<file path="src/rtl/core/tap_pkg.sv">
package tap_pkg;

   // Data path width, Q8.24 fixed point
   localparam int DW      = 32;
   localparam int FRAC    = 24;
   localparam int SUM_W   = DW + 3;
   localparam int DIG     = 4;
   localparam int STEPS   = DW / DIG;
   localparam int CNT_W   = $clog2(STEPS);
   localparam int LIMIT_W = DW - 1;
   localparam int ADDR_W  = 3;

   localparam logic signed [DW-1:0] DMAX = {1'b0, {(DW-1){1'b1}}};
   localparam logic signed [DW-1:0] DMIN = {1'b1, {(DW-1){1'b0}}};

   // 0.7 and 0.3 in Q8.24
   localparam logic signed [DW-1:0] COEF_NEW = DW'(11744051);
   localparam logic signed [DW-1:0] COEF_OLD = DW'(5033165);
   localparam logic [LIMIT_W-1:0]   LIMIT_RESET = LIMIT_W'(167772);

   localparam logic [ADDR_W-1:0] CSR_GAIN_PROP  = ADDR_W'(0);
   localparam logic [ADDR_W-1:0] CSR_GAIN_INTEG = ADDR_W'(1);
   localparam logic [ADDR_W-1:0] CSR_GAIN_DERIV = ADDR_W'(2);
   localparam logic [ADDR_W-1:0] CSR_PITCH_LIM  = ADDR_W'(3);
   localparam logic [ADDR_W-1:0] CSR_YAW_LIM    = ADDR_W'(4);

   typedef enum logic [1:0] {
      TOP_IDLE,
      TOP_RUN,
      TOP_HOLD
   } top_state_type;

   typedef enum logic [2:0] {
      AX_IDLE,
      AX_ERR,
      AX_DIFF,
      AX_MUL_GO,
      AX_MUL_WAIT,
      AX_CLAMP,
      AX_WIND
   } ax_state_type;

   typedef enum logic [2:0] {
      MOP_ERR_NEW,
      MOP_INT_OLD,
      MOP_ERR_KP,
      MOP_DIFF_KD,
      MOP_INT_KI
   } mop_type;

   typedef struct packed {
      logic                 start;
      logic signed [DW-1:0] cur;
      logic signed [DW-1:0] tgt;
      logic signed [DW-1:0] rate;
   } ax_cmd_type;

   typedef struct packed {
      logic                 busy;
      logic signed [DW-1:0] torque;
   } ax_sts_type;

   typedef struct packed {
      logic signed [DW-1:0] kp;
      logic signed [DW-1:0] ki;
      logic signed [DW-1:0] kd;
   } gain_type;

   function automatic logic signed [SUM_W-1:0] tap_ext(input logic signed [DW-1:0] v);
      return SUM_W'(v);
   endfunction

   function automatic logic signed [DW-1:0] tap_sat(input logic signed [SUM_W-1:0] x);
      logic signed [SUM_W-1:0] hi;
      logic signed [SUM_W-1:0] lo;
      hi = SUM_W'(DMAX);
      lo = SUM_W'(DMIN);
      if (x > hi) begin
         return DMAX;
      end else if (x < lo) begin
         return DMIN;
      end
      return x[DW-1:0];
   endfunction

endpackage

</file>
<file path="src/rtl/core/tap_if.sv">
interface tap_req_if import tap_pkg::*; ();
   logic                 valid;
   logic                 ready;
   logic signed [DW-1:0] current_pitch;
   logic signed [DW-1:0] current_yaw;
   logic signed [DW-1:0] target_pitch;
   logic signed [DW-1:0] target_yaw;
   logic signed [DW-1:0] pitch_rate;
   logic signed [DW-1:0] yaw_rate;

   modport source (
      output valid, current_pitch, current_yaw, target_pitch, target_yaw,
             pitch_rate, yaw_rate,
      input  ready
   );
   modport sink (
      input  valid, current_pitch, current_yaw, target_pitch, target_yaw,
             pitch_rate, yaw_rate,
      output ready
   );
endinterface

interface tap_rsp_if import tap_pkg::*; ();
   logic                 valid;
   logic                 ready;
   logic signed [DW-1:0] pitch_torque;
   logic signed [DW-1:0] yaw_torque;

   modport source (output valid, pitch_torque, yaw_torque, input ready);
   modport sink (input valid, pitch_torque, yaw_torque, output ready);
endinterface

interface tap_csr_if import tap_pkg::*; ();
   logic              valid;
   logic              ready;
   logic [ADDR_W-1:0] addr;
   logic [DW-1:0]     data;

   modport source (output valid, addr, data, input ready);
   modport sink (input valid, addr, data, output ready);
endinterface

</file>
<file path="src/rtl/core/tap_mul.sv">
module tap_mul import tap_pkg::*; (
   input  logic                 clock,
   input  logic                 reset,
   input  logic                 start,
   input  logic signed [DW-1:0] a,
   input  logic signed [DW-1:0] b,
   output logic                 done,
   output logic signed [DW-1:0] p
);

   localparam int QW = 2 * DW - FRAC;
   localparam logic [QW-1:0] Q_POS_MAX = {{(QW-DW+1){1'b0}}, {(DW-1){1'b1}}};
   localparam logic [QW-1:0] Q_NEG_MAX = {{(QW-DW){1'b0}}, 1'b1, {(DW-1){1'b0}}};

   logic                  run_ff, run_in;
   logic                  fin_ff, fin_in;
   logic                  done_ff, done_in;
   logic [CNT_W-1:0]      cnt_ff, cnt_in;
   logic                  neg_ff, neg_in;
   logic [DW-1:0]         ua_ff, ua_in;
   logic [DW-1:0]         ub_ff, ub_in;
   logic [2*DW-1:0]       acc_ff, acc_in;
   logic signed [DW-1:0]  p_ff, p_in;

   logic [DIG-1:0]        digit;
   logic [DW+DIG-1:0]     part;
   logic [DW+DIG-1:0]     sum_hi;
   logic [QW-1:0]         q;
   logic [QW-1:0]         mag;
   logic [QW-1:0]         neg_mag;
   logic                  frac_nz;

   assign digit   = ub_ff[DIG-1:0];
   assign part    = (DW+DIG)'(ua_ff) * (DW+DIG)'(digit);
   assign sum_hi  = (DW+DIG)'(acc_ff[2*DW-1:DW]) + part;
   assign q       = acc_ff[2*DW-1:FRAC];
   assign frac_nz = |acc_ff[FRAC-1:0];
   // floor for negative products: round the magnitude up when bits fall off
   assign mag     = q + {{(QW-1){1'b0}}, neg_ff & frac_nz};
   assign neg_mag = ~mag + 1'b1;

   always_comb begin
      run_in  = run_ff;
      fin_in  = 1'b0;
      done_in = fin_ff;
      cnt_in  = cnt_ff;
      neg_in  = neg_ff;
      ua_in   = ua_ff;
      ub_in   = ub_ff;
      acc_in  = acc_ff;
      p_in    = p_ff;
      if (start) begin
         run_in = 1'b1;
         cnt_in = '0;
         neg_in = a[DW-1] ^ b[DW-1];
         ua_in  = a[DW-1] ? (~a + 1'b1) : a;
         ub_in  = b[DW-1] ? (~b + 1'b1) : b;
         acc_in = '0;
      end else if (run_ff) begin
         // one digit of b per cycle, accumulator shifts right
         acc_in = {sum_hi, acc_ff[DW-1:DIG]};
         ub_in  = ub_ff >> DIG;
         cnt_in = cnt_ff + 1'b1;
         if (cnt_ff == CNT_W'(STEPS - 1)) begin
            run_in = 1'b0;
            fin_in = 1'b1;
         end
      end
      if (fin_ff) begin
         if (!neg_ff) begin
            p_in = (mag > Q_POS_MAX) ? DMAX : mag[DW-1:0];
         end else begin
            p_in = (mag > Q_NEG_MAX) ? DMIN : neg_mag[DW-1:0];
         end
      end
   end

   always_ff @(posedge clock) begin
      if (reset) begin
         run_ff  <= 1'b0;
         fin_ff  <= 1'b0;
         done_ff <= 1'b0;
         cnt_ff  <= '0;
      end else begin
         run_ff  <= run_in;
         fin_ff  <= fin_in;
         done_ff <= done_in;
         cnt_ff  <= cnt_in;
      end
   end

   always_ff @(posedge clock) begin
      neg_ff <= neg_in;
      ua_ff  <= ua_in;
      ub_ff  <= ub_in;
      acc_ff <= acc_in;
      p_ff   <= p_in;
   end

   assign done = done_ff;
   assign p    = p_ff;

endmodule

</file>
<file path="src/rtl/core/tap_axis.sv">
module tap_axis import tap_pkg::*; (
   input  logic               clock,
   input  logic               reset,
   input  ax_cmd_type         cmd,
   input  gain_type           gain,
   input  logic [LIMIT_W-1:0] limit,
   output ax_sts_type         sts
);

   ax_state_type          state_ff, state_in;
   mop_type               mop_ff, mop_in;
   logic signed [DW-1:0]  cur_ff, cur_in;
   logic signed [DW-1:0]  tgt_ff, tgt_in;
   logic signed [DW-1:0]  rate_ff, rate_in;
   logic signed [DW-1:0]  err_ff, err_in;
   logic signed [DW-1:0]  diff_ff, diff_in;
   logic signed [DW-1:0]  last_err_ff, last_err_in;
   logic signed [DW-1:0]  integ_ff, integ_in;
   logic signed [DW-1:0]  raw_ff, raw_in;
   logic signed [DW-1:0]  out_ff, out_in;
   logic signed [SUM_W-1:0] sum_ff, sum_in;

   logic                  mul_start;
   logic signed [DW-1:0]  mul_a;
   logic signed [DW-1:0]  mul_b;
   logic                  mul_done;
   logic signed [DW-1:0]  mul_p;

   logic signed [DW:0]    lim_ext;
   logic signed [DW:0]    neg_lim;
   logic signed [DW:0]    out_ext;

   assign lim_ext = signed'({{(DW+1-LIMIT_W){1'b0}}, limit});
   assign neg_lim = -lim_ext;
   assign out_ext = {out_ff[DW-1], out_ff};

   tap_mul u_mul (
      .clock (clock),
      .reset (reset),
      .start (mul_start),
      .a     (mul_a),
      .b     (mul_b),
      .done  (mul_done),
      .p     (mul_p)
   );

   always_comb begin
      case (mop_ff)
         MOP_ERR_NEW: begin
            mul_a = err_ff;
            mul_b = COEF_NEW;
         end
         MOP_INT_OLD: begin
            mul_a = integ_ff;
            mul_b = COEF_OLD;
         end
         MOP_ERR_KP: begin
            mul_a = err_ff;
            mul_b = gain.kp;
         end
         MOP_DIFF_KD: begin
            mul_a = diff_ff;
            mul_b = gain.kd;
         end
         MOP_INT_KI: begin
            mul_a = integ_ff;
            mul_b = gain.ki;
         end
         default: begin
            mul_a = err_ff;
            mul_b = COEF_NEW;
         end
      endcase
   end

   always_comb begin
      state_in    = state_ff;
      mop_in      = mop_ff;
      cur_in      = cur_ff;
      tgt_in      = tgt_ff;
      rate_in     = rate_ff;
      err_in      = err_ff;
      diff_in     = diff_ff;
      last_err_in = last_err_ff;
      integ_in    = integ_ff;
      raw_in      = raw_ff;
      out_in      = out_ff;
      sum_in      = sum_ff;
      mul_start   = 1'b0;
      case (state_ff)
         AX_IDLE: begin
            if (cmd.start) begin
               cur_in   = cmd.cur;
               tgt_in   = cmd.tgt;
               rate_in  = cmd.rate;
               state_in = AX_ERR;
            end
         end
         AX_ERR: begin
            err_in   = tap_sat(tap_ext(tgt_ff) - tap_ext(cur_ff));
            state_in = AX_DIFF;
         end
         AX_DIFF: begin
            diff_in  = tap_sat(tap_ext(err_ff) - tap_ext(last_err_ff));
            mop_in   = MOP_ERR_NEW;
            state_in = AX_MUL_GO;
         end
         AX_MUL_GO: begin
            mul_start = 1'b1;
            state_in  = AX_MUL_WAIT;
         end
         AX_MUL_WAIT: begin
            if (mul_done) begin
               state_in = AX_MUL_GO;
               case (mop_ff)
                  MOP_ERR_NEW: begin
                     sum_in = tap_ext(mul_p);
                     mop_in = MOP_INT_OLD;
                  end
                  MOP_INT_OLD: begin
                     integ_in = tap_sat(sum_ff + tap_ext(mul_p));
                     mop_in   = MOP_ERR_KP;
                  end
                  MOP_ERR_KP: begin
                     sum_in = tap_ext(mul_p) - tap_ext(rate_ff);
                     mop_in = MOP_DIFF_KD;
                  end
                  MOP_DIFF_KD: begin
                     raw_in = tap_sat(sum_ff + tap_ext(mul_p));
                     mop_in = MOP_INT_KI;
                  end
                  MOP_INT_KI: begin
                     out_in   = tap_sat(tap_ext(raw_ff) + tap_ext(mul_p));
                     state_in = AX_CLAMP;
                  end
                  default: begin
                     state_in = AX_IDLE;
                  end
               endcase
            end
         end
         AX_CLAMP: begin
            if (out_ext > lim_ext) begin
               out_in = lim_ext[DW-1:0];
            end else if (out_ext < neg_lim) begin
               out_in = neg_lim[DW-1:0];
            end
            state_in = AX_WIND;
         end
         AX_WIND: begin
            // anti-windup: keep only what the clamp let through
            integ_in    = tap_sat(tap_ext(out_ff) - tap_ext(raw_ff));
            last_err_in = err_ff;
            state_in    = AX_IDLE;
         end
         default: begin
            state_in = AX_IDLE;
         end
      endcase
   end

   always_ff @(posedge clock) begin
      if (reset) begin
         state_ff    <= AX_IDLE;
         mop_ff      <= MOP_ERR_NEW;
         last_err_ff <= '0;
         integ_ff    <= '0;
      end else begin
         state_ff    <= state_in;
         mop_ff      <= mop_in;
         last_err_ff <= last_err_in;
         integ_ff    <= integ_in;
      end
   end

   always_ff @(posedge clock) begin
      cur_ff  <= cur_in;
      tgt_ff  <= tgt_in;
      rate_ff <= rate_in;
      err_ff  <= err_in;
      diff_ff <= diff_in;
      raw_ff  <= raw_in;
      out_ff  <= out_in;
      sum_ff  <= sum_in;
   end

   assign sts.busy   = (state_ff != AX_IDLE);
   assign sts.torque = out_ff;

endmodule

</file>
<file path="src/rtl/core/two_axis_attitude_pid_core.sv">
// Two-axis (pitch, yaw) attitude PID with anti-windup, signed Q8.24 throughout.
// One sample is taken at a time; the next request is taken in the cycle after
// the response is loaded. Each axis computes five products in turn on its own
// 4-bit digit-serial multiplier, after the error and the error step and before
// the clamp and anti-windup, and then the response is loaded; both axes run side
// by side. The response sits in an output register, so a new request is accepted
// while the previous response waits to be taken.
// Gains and limits are to be written through the csr port only while no sample
// is in flight, and the block leaves this to the user; the csr port is always
// ready. Integrator and last-error state clear on reset.
module two_axis_attitude_pid_core import tap_pkg::*; (
   input  logic      clock,
   input  logic      reset,
   tap_req_if.sink   req_ch,
   tap_rsp_if.source rsp_ch,
   tap_csr_if.sink   csr_ch
);

   top_state_type        state_ff, state_in;
   gain_type             gain_ff;
   logic [LIMIT_W-1:0]   lim_p_ff;
   logic [LIMIT_W-1:0]   lim_y_ff;
   logic                 rsp_valid_ff, rsp_valid_in;
   logic signed [DW-1:0] pt_ff, pt_in;
   logic signed [DW-1:0] yt_ff, yt_in;

   logic                 accept;
   logic                 load;
   logic                 slot_free;
   ax_cmd_type           cmd_p;
   ax_cmd_type           cmd_y;
   ax_sts_type           sts_p;
   ax_sts_type           sts_y;

   assign accept    = req_ch.valid && req_ch.ready;
   assign slot_free = !rsp_valid_ff || rsp_ch.ready;

   assign cmd_p.start = accept;
   assign cmd_p.cur   = req_ch.current_pitch;
   assign cmd_p.tgt   = req_ch.target_pitch;
   assign cmd_p.rate  = req_ch.pitch_rate;
   assign cmd_y.start = accept;
   assign cmd_y.cur   = req_ch.current_yaw;
   assign cmd_y.tgt   = req_ch.target_yaw;
   assign cmd_y.rate  = req_ch.yaw_rate;

   tap_axis u_pitch (
      .clock (clock),
      .reset (reset),
      .cmd   (cmd_p),
      .gain  (gain_ff),
      .limit (lim_p_ff),
      .sts   (sts_p)
   );

   tap_axis u_yaw (
      .clock (clock),
      .reset (reset),
      .cmd   (cmd_y),
      .gain  (gain_ff),
      .limit (lim_y_ff),
      .sts   (sts_y)
   );

   always_comb begin
      state_in     = state_ff;
      req_ch.ready = 1'b0;
      load         = 1'b0;
      case (state_ff)
         TOP_IDLE: begin
            req_ch.ready = 1'b1;
            if (req_ch.valid) begin
               state_in = TOP_RUN;
            end
         end
         TOP_RUN: begin
            if (!sts_p.busy && !sts_y.busy) begin
               if (slot_free) begin
                  load     = 1'b1;
                  state_in = TOP_IDLE;
               end else begin
                  state_in = TOP_HOLD;
               end
            end
         end
         TOP_HOLD: begin
            if (slot_free) begin
               load     = 1'b1;
               state_in = TOP_IDLE;
            end
         end
         default: begin
            state_in = TOP_IDLE;
         end
      endcase
   end

   always_comb begin
      pt_in        = pt_ff;
      yt_in        = yt_ff;
      rsp_valid_in = rsp_valid_ff && !rsp_ch.ready;
      if (load) begin
         pt_in        = sts_p.torque;
         yt_in        = sts_y.torque;
         rsp_valid_in = 1'b1;
      end
   end

   always_ff @(posedge clock) begin
      if (reset) begin
         state_ff     <= TOP_IDLE;
         rsp_valid_ff <= 1'b0;
      end else begin
         state_ff     <= state_in;
         rsp_valid_ff <= rsp_valid_in;
      end
   end

   always_ff @(posedge clock) begin
      pt_ff <= pt_in;
      yt_ff <= yt_in;
   end

   assign csr_ch.ready = 1'b1;

   always_ff @(posedge clock) begin
      if (reset) begin
         gain_ff  <= '0;
         lim_p_ff <= LIMIT_RESET;
         lim_y_ff <= LIMIT_RESET;
      end else if (csr_ch.valid) begin
         case (csr_ch.addr)
            CSR_GAIN_PROP:  gain_ff.kp <= csr_ch.data;
            CSR_GAIN_INTEG: gain_ff.ki <= csr_ch.data;
            CSR_GAIN_DERIV: gain_ff.kd <= csr_ch.data;
            CSR_PITCH_LIM:  lim_p_ff   <= csr_ch.data[LIMIT_W-1:0];
            CSR_YAW_LIM:    lim_y_ff   <= csr_ch.data[LIMIT_W-1:0];
            default: begin
            end
         endcase
      end
   end

   assign rsp_ch.valid        = rsp_valid_ff;
   assign rsp_ch.pitch_torque = pt_ff;
   assign rsp_ch.yaw_torque   = yt_ff;

endmodule

</file>
<file path="src/flat_wrapper.sv">
// flat-port wrapper written by rule: the top's interface ports become plain ports
module two_axis_attitude_pid_core_flat import tap_pkg::*;
  (clock, reset, req_ch_valid, req_ch_current_pitch, req_ch_current_yaw, req_ch_target_pitch, req_ch_target_yaw, req_ch_pitch_rate, req_ch_yaw_rate, req_ch_ready, rsp_ch_valid, rsp_ch_pitch_torque, rsp_ch_yaw_torque, rsp_ch_ready, csr_ch_valid, csr_ch_addr, csr_ch_data, csr_ch_ready);
  tap_req_if req_ch_i ();
  tap_rsp_if rsp_ch_i ();
  tap_csr_if csr_ch_i ();
  input  logic clock;
  input  logic reset;
  input wire logic [$bits(req_ch_i.valid)-1:0] req_ch_valid;
  input wire logic [$bits(req_ch_i.current_pitch)-1:0] req_ch_current_pitch;
  input wire logic [$bits(req_ch_i.current_yaw)-1:0] req_ch_current_yaw;
  input wire logic [$bits(req_ch_i.target_pitch)-1:0] req_ch_target_pitch;
  input wire logic [$bits(req_ch_i.target_yaw)-1:0] req_ch_target_yaw;
  input wire logic [$bits(req_ch_i.pitch_rate)-1:0] req_ch_pitch_rate;
  input wire logic [$bits(req_ch_i.yaw_rate)-1:0] req_ch_yaw_rate;
  output wire logic [$bits(req_ch_i.ready)-1:0] req_ch_ready;
  output wire logic [$bits(rsp_ch_i.valid)-1:0] rsp_ch_valid;
  output wire logic [$bits(rsp_ch_i.pitch_torque)-1:0] rsp_ch_pitch_torque;
  output wire logic [$bits(rsp_ch_i.yaw_torque)-1:0] rsp_ch_yaw_torque;
  input wire logic [$bits(rsp_ch_i.ready)-1:0] rsp_ch_ready;
  input wire logic [$bits(csr_ch_i.valid)-1:0] csr_ch_valid;
  input wire logic [$bits(csr_ch_i.addr)-1:0] csr_ch_addr;
  input wire logic [$bits(csr_ch_i.data)-1:0] csr_ch_data;
  output wire logic [$bits(csr_ch_i.ready)-1:0] csr_ch_ready;
  assign req_ch_i.valid = req_ch_valid;
  assign req_ch_i.current_pitch = req_ch_current_pitch;
  assign req_ch_i.current_yaw = req_ch_current_yaw;
  assign req_ch_i.target_pitch = req_ch_target_pitch;
  assign req_ch_i.target_yaw = req_ch_target_yaw;
  assign req_ch_i.pitch_rate = req_ch_pitch_rate;
  assign req_ch_i.yaw_rate = req_ch_yaw_rate;
  assign req_ch_ready = req_ch_i.ready;
  assign rsp_ch_valid = rsp_ch_i.valid;
  assign rsp_ch_pitch_torque = rsp_ch_i.pitch_torque;
  assign rsp_ch_yaw_torque = rsp_ch_i.yaw_torque;
  assign rsp_ch_i.ready = rsp_ch_ready;
  assign csr_ch_i.valid = csr_ch_valid;
  assign csr_ch_i.addr = csr_ch_addr;
  assign csr_ch_i.data = csr_ch_data;
  assign csr_ch_ready = csr_ch_i.ready;
  two_axis_attitude_pid_core u_core (.clock(clock), .reset(reset), .req_ch(req_ch_i), .rsp_ch(rsp_ch_i), .csr_ch(csr_ch_i));
endmodule
</file>
<file path="config.mk">
export PLATFORM = sky130hd
export DESIGN_NAME = two_axis_attitude_pid_core_flat
export DESIGN_NICKNAME = d
export VERILOG_FILES = /design/src/rtl/core/tap_pkg.sv /design/src/rtl/core/tap_if.sv /design/src/rtl/core/tap_mul.sv /design/src/rtl/core/tap_axis.sv /design/src/rtl/core/two_axis_attitude_pid_core.sv /design/src/flat_wrapper.sv
export SDC_FILE = /design/constraint.sdc
export NUM_CORES = 2
export LEC_CHECK = 0
export BUFFER_PORTS_ARGS = -buffer_cell sky130_fd_sc_hd__buf_2
export CELL_PAD_IN_SITES_DETAIL_PLACEMENT = 0
export CELL_PAD_IN_SITES_GLOBAL_PLACEMENT = 1
export CORE_AREA = 2 2 320 560
export CTS_CLUSTER_SIZE = 14
export DETAILED_ROUTE_END_ITERATION = 7
export DIE_AREA = 0 0 322 562
export MAX_ROUTING_LAYER = met4
export PLACE_DENSITY = 0.89
export SYNTH_ARGS = -nofsm -noshare
export SYNTH_HDL_FRONTEND = slang
export SYNTH_SLANG_ARGS = --single-unit
export TNS_END_PERCENT = 50
</file>
<file path="constraint.sdc">
create_clock -name clock -period 8.9 [get_ports clock]
set_input_delay 0 -clock clock [delete_from_list [all_inputs] [get_ports clock]]
set_output_delay 0 -clock clock [all_outputs]
set_load 0.02 [all_outputs]
</file>
Word level (Yosys, flattened, before mapping)
Index checks and enable logic that the tools add are counted.

Register bits after elaboration: 1217. Input port bits: 232. Output and inout bits: 67. Logic and storage cells: 365.

$add $sub $neg: 26. Multiply operators: 2. $lt $le $gt $ge: 28. Eq/ne operators: 43. Multiplexer cells: 145. Bitwise gates (word level): 12. Reductions and logical operators: 56.

Operators by type and width (count): 2-to-1 mux 32 bit (56); case mux 32 bit (2 select lines) (6); greater-than comparator 33 x 32 -> 1 bit (second input constant) (8); less-than comparator 33 x 32 -> 1 bit (second input constant) (8); subtractor 32 x 32 -> 33 bit (8); case mux 32 bit (4 select lines) (2); adder 32 x 1 -> 32 bit (second input constant) (6); NOT 32 bit (6); case mux 35 bit (2 select lines) (2); adder 40 x 1 -> 40 bit (2); greater-than comparator 40 x 31 -> 1 bit (second input constant) (2); greater-than comparator 40 x 32 -> 1 bit (second input constant) (2); adder 32 x 36 -> 36 bit (2); multiplier 32 x 4 -> 36 bit (2); adder 35 x 32 -> 35 bit (2); greater-than comparator 35 x 32 -> 1 bit (second input constant) (2); less-than comparator 35 x 32 -> 1 bit (second input constant) (2); adder 32 x 32 -> 33 bit (2); less-than comparator 32 x 33 -> 1 bit (2); negation 31 -> 33 bit (2); greater-than comparator 32 bit (2); 2-to-1 mux 31 bit (2); 2-to-1 mux 1 bit (58); OR reduction 24 bit (2); other kinds (33) (124).

Depth between registers and ports, before layout
Word-level depth: 11. Mapped depth: 22. Depth with buffers taken out: 21.

Hierarchy
Synthesis repeated with hierarchy kept, for this count alone.

Cell total of the unflattened synthesis: 9888. Area, all modules: 88366.0 um^2.

By module, submodules not included: tap_axis at u_core.u_pitch (instances 1, cells each 3051, area an instance 26329.0 um^2, seq. area each 9118.7 um^2); tap_axis at u_core.u_yaw (instances 1, cells each 2881, area an instance 25455.7 um^2, seq. area each 9118.7 um^2); tap_mul at u_core.u_pitch.u_mul (instances 1, cells each 1615, area an instance 14601.5 um^2, seq. area each 4314.1 um^2); tap_mul at u_core.u_yaw.u_mul (instances 1, cells each 1551, area an instance 14197.4 um^2, seq. area each 4314.1 um^2); two_axis_attitude_pid_core (instances 1, cells each 790, area an instance 7782.5 um^2, seq. area each 5144.9 um^2).

Worst setup path before layout
No wires, ideal clock.

Kind: register to register. From: register u_core.lim_p_ff[8]. To: register u_core.u_pitch.out_ff[0] (enable). Library setup time: 466 ps. Arrival: 6352 ps. Required time: 8434 ps. Path slack: 2083 ps. Cell stages (with the launch flop): 23. Buffers on the path: 2. Clock period less this slack: 6817 ps. Cells stage by stage: dfxtp_1 -> clkbuf_1 -> or3_1 -> nand3b_1 -> nor4_1 -> nand2_1 -> nor4_2 -> and2_1 -> clkbuf_1 -> nand2_1 -> nor2_1 -> xnor2_1 -> ha_1 -> a21o_1 -> a21o_1 -> a21oi_1 -> nor2b_1 -> o21ai_0 -> nand2b_1 -> a21oi_1 -> nand2_1 -> mux2_2 -> o21ai_0.

Cells in the longest elaborated chain, start to end: 4. Elaborated cells on any way between the ends: 5. Classes of those cells: add/sub (1); order compare (2); eq/ne (1); reduce/logical (1).

Ends and longest elaborated chain: start: declaration (line two_axis_attitude_pid_core.sv:21) `logic [LIMIT_W-1:0] lim_p_ff;`; start signal: assignment (line two_axis_attitude_pid_core.sv:136) `CSR_PITCH_LIM: lim_p_ff <= csr_ch.data[LIMIT_W-1:0];`; negation 31 -> 33 bit (line tap_axis.sv:34) `assign neg_lim = -lim_ext;`; less-than comparator 32 x 33 -> 1 bit (line tap_axis.sv:145) `end else if (out_ext < neg_lim) begin`; inequality test 3 bit (no line) *; AND reduction 4 bit (no line) *; end signal: assignment (line tap_axis.sv:183) `out_ff <= out_in;`; end: declaration (line tap_axis.sv:20) `logic signed [DW-1:0] out_ff, out_in;`.

Mark *: on every way between the ends. The rest lies on a longest branch, timed or not. A chain may end at the register's enable or synchronous reset.

Worst setup path after layout
From: register u_core.u_pitch.u_mul.neg_ff. To: register u_core.u_pitch.u_mul.p_ff[17] (netlist: u_core.u_pitch.u_mul.p[17]) (data pin).

Cells in the longest elaborated chain, start to end: 6. Elaborated cells on any way between the ends: 9. Classes of those cells: add/sub (2); order compare (2); mux (3); bitwise (2).

Ends and longest elaborated chain: start: declaration (line tap_mul.sv:19) `logic neg_ff, neg_in;`; start signal: assignment (line tap_mul.sv:93) `neg_ff <= neg_in;`; bitwise AND 1 bit (line tap_mul.sv:39) `assign mag = q + {{(QW-1){1'b0}}, neg_ff & frac_nz};`; adder 40 x 1 -> 40 bit (line tap_mul.sv:39); NOT 32 bit (line tap_mul.sv:40) `assign neg_mag = ~mag + 1'b1;`; adder 32 x 1 -> 32 bit (line tap_mul.sv:40); 2-to-1 mux 32 bit (line tap_mul.sv:73) `p_in = (mag > Q_NEG_MAX) ? DMIN : neg_mag[DW-1:0];`; 2-to-1 mux 32 bit * (line tap_mul.sv:70) `if (!neg_ff) begin`; end signal: assignment (line tap_mul.sv:97) `p_ff <= p_in;`; end: declaration (line tap_mul.sv:23) `logic signed [DW-1:0] p_ff, p_in;`.

Marked as above.

==> run summary <==
Post-cts resize count - 0
Mean routed wirelength per cell - 23.7 um
Max cap viols - 0
Max H-tree Level - 3
CP Launch Type - flip-flop
Dpl cell area - 89700 um^2
Met2 wire length - 147 mm
Highest metal used - met4
Global-route usage over all layers - 33.3%
Cell area after synthesis - 86100 um^2
Slew Limit Fails - 0
Share of cells above drive strength 1 - 7.41%
WS Path Type - reg -> reg
Post-CTS setup buffer count - 0
Area Overhead vs Synth - 13.9%
Fmax - 160 MHz
Grt total ovfl - 0
Clk buf depth - 3
Failing checks - DRC
Initial antenna violation count - 26
Final core utilization - 55.7%
Crit path required time - 9.41 ns
Main area contributors after synthesis - edfxtp_1 (27%), dfxtp_1 (10%), ha_1 (9.0%)
Worst hold path startpoint - req_ch_current_pitch[19]
Initial DRT Pass Iterations - 8
Met3 Routed Length - 14.6 mm
Cells after Synth - 9673
DR iter-0 viols - 5196
PD cells - 194 nW/um^2
Top_reg_cell synth - edfxtp_1
Worst min path class - in -> reg
Vias per cell - 5.92
Crit Path Max Fanout - 57
Syn_area_per_cell - 8.90 um^2
Fraction of registers with async set/reset - 0%
Num ports - 299
Endpoints failing setup - 0
CTS tree - built
Slew headroom - 21.9%
Clock Latency Late Sink - 0.79 ns
R2R Path End - u_core.u_pitch.u_mul.p[17]
Synth Register Bits - 1213
Status - complete, but fails checks
EDFF count, synth - 772
Die ar. - 181000 um^2
CP Capture Type - flip-flop
PortBufs - 297
Core box area - 176000 um^2
Post-Syn Nets - 10700
Max IR drop VDD - 193 uV
DRT antenna net count - 0
Post-synth top cells - nand2_1 (1244), a21oi_1 (971), edfxtp_1 (772), inv_1 (746), nor2_1 (658)
Final Cell Area - 98100 um^2
Final Cycle Share - 70.1%
Residual DRC - 1
Worst path arrival time - 6.75 ns
# rows - 204
Yosys synthesis warning count - 0
Area fraction of the dominant cell type after synthesis - 26.9%
Worst R2R Path Depth - 17
FF-to-FF setup slack - 2.66 ns
First-pass GRT wire length - 444 mm
CTS buffer count - 119
Clock sinks - 1213
Synth area leader - edfxtp_1
Critical R2R Launch - u_core.u_pitch.u_mul.neg_ff
Gpl congestion - 1.03
Pin count of the biggest net entering global routing - 93
Vias in the first global route - 75100
P_leak - 39.8 nW
Worst Skew - 0.0432 ns
CTS Hold Bufs - 420
Die W - 322 um
TNS Setup - 0 ns
Routed length on met1 - 100 mm
Starting Density - 48.9%
Final HPWL DP - 231 mm
WHS Path Cells - 2
WL final - 299 mm
Sink of the worst hold path - u_core.u_pitch.cur_ff[19]
Detailed-route via count - 74600
Sequential share of the synthesized area - 37.2%
Crit path from - u_core.u_pitch.u_mul.neg_ff
Unrepaired setup endpoints after global routing - false
Final Hold Vio Count - 0
Chip height - 562 um
Post-layout nets - 11200
Min cycle time layout - 6.24 ns
Distinct cells, synth - 110
Slew of the pin with the lowest slew margin - 1.16 ns
Top-count cell post-synth - nand2_1
CTS clk-pin slew, worst paths - 0.07 ns
Root Buffer - clkbuf_16
## cells in the final DEF, fill, tap and decap left out, drive strengths merged, types with 27 or more instances in the layout
cell type    count
clkbuf         160
a22oi           64
nor2           659
nand4           81
clkinv          38
o211ai          44
buf            395
a31oi           89
o31ai           54
o21ai          497
nor4            81
edfxtp         772
fa             194
o22ai           76
nand3b          36
o21bai          60
nand2b         101
a211oi          67
maj3            28
xnor2          458
a31o            40
nor2b           96
a21o           262
dfxtp          441
inv            759
xor2           215
and3            83
dlygate4sd3    420
nand3          170
mux2            27
and2           169
nand2         1245
o21a            90
nor3           162
or3             53
mux2i          147
ha             619
diode           29
a21oi          972
## cell type report
type                            count  area, um^2
Clock buffer                      160        3380
Clock inverter                     67         718
Tap cell                         2266        2840
Inverter                          748        2810
Fill cell                       15700       78000
Multi-Input combinational cell   7299       49800
Sequential cell                  1213       32000
Timing Repair Buffer              815        6440
Antenna cell                       29        72.6
## critical path, cell delays in order (launching register included)
cell	delay (ns)
edfxtp_1	0.32
buf_4	0.49
inv_1	0.37
a31oi_1	0.26
ha_1	0.30
ha_1	0.32
and3_1	0.31
nand3_1	0.27
nor4_1	0.73
nor3b_2	0.45
mux2i_1	0.23
a31oi_1	0.11
a211oi_2	0.61
nand2_2	0.30
nor2_1	0.56
a21oi_1	0.10
o22ai_1	0.18
nor2_1	0.05
## logic make-up after synthesis
family,synth area share [%]
AND/OR/NAND/NOR,16.5
AO/OA/AOI/OAI,18.4
flip-flops,37.2
buffers and inverters,5.15
adder cells (fa/ha/maj),13.8
XOR/XNOR,6.89
multiplexers,2.06
other,0.00435
## metal layers
layer	GRT usage [%]	vias up
met2	57.0	2579
met5	-	-
met4	33.0	0
met1	31.6	35800
li1	-	35300
met3	4.51	1009
## worst max path at each step
stage / end / slack (ns) / cells after the start
detailed placement: u_core.u_pitch.u_mul.p[29] / 2.82 / 16
global route: u_core.u_pitch.u_mul.p[17] / 2.16 / 17
CTS: u_core.u_pitch.u_mul.p[13] / 2.82 / 17
floorplan: u_core.u_pitch.out_ff[0] / 2.08 / 22
global placement: u_core.u_pitch.u_mul.p[13] / 3.03 / 17
finish: u_core.u_pitch.u_mul.p[17] / 2.66 / 17
## through the flow
| stage | power (W) | instances | setup slack (ns) | hold WS, ns |
|---|---|---|---|---|
| global placement | 0.0133 | 11900 | 3.03 | 0.176 |
| finish | 0.0190 | 12600 | 2.66 | 0.0301 |
| global route | 0.0199 | 12600 | 2.16 | 0.0119 |
| CTS | 0.0190 | 12600 | 2.82 | 0.00243 |
| floorplan | 0.0115 | 9673 | 2.08 | 0.0989 |
| detailed placement | 0.0134 | 11900 | 2.82 | 0.178 |
## where the power goes
group / switching (W) / internal, W
logic: 0.00383 / 0.00248
clock network: 0.00241 / 0.00305
registers: 0.000671 / 0.00660
## registers in the layout, indices dropped and copies added, names as in the netlist, 33 cells and up
signal                       flops
u_core.u_pitch.u_mul.acc_ff     64
u_core.gain_ff                  96
u_core.u_yaw.u_mul.acc_ff       64
u_core.u_pitch.sum_ff           33
u_core.u_yaw.sum_ff             33
No activity file was read; power rests on OpenSTA's default activity.
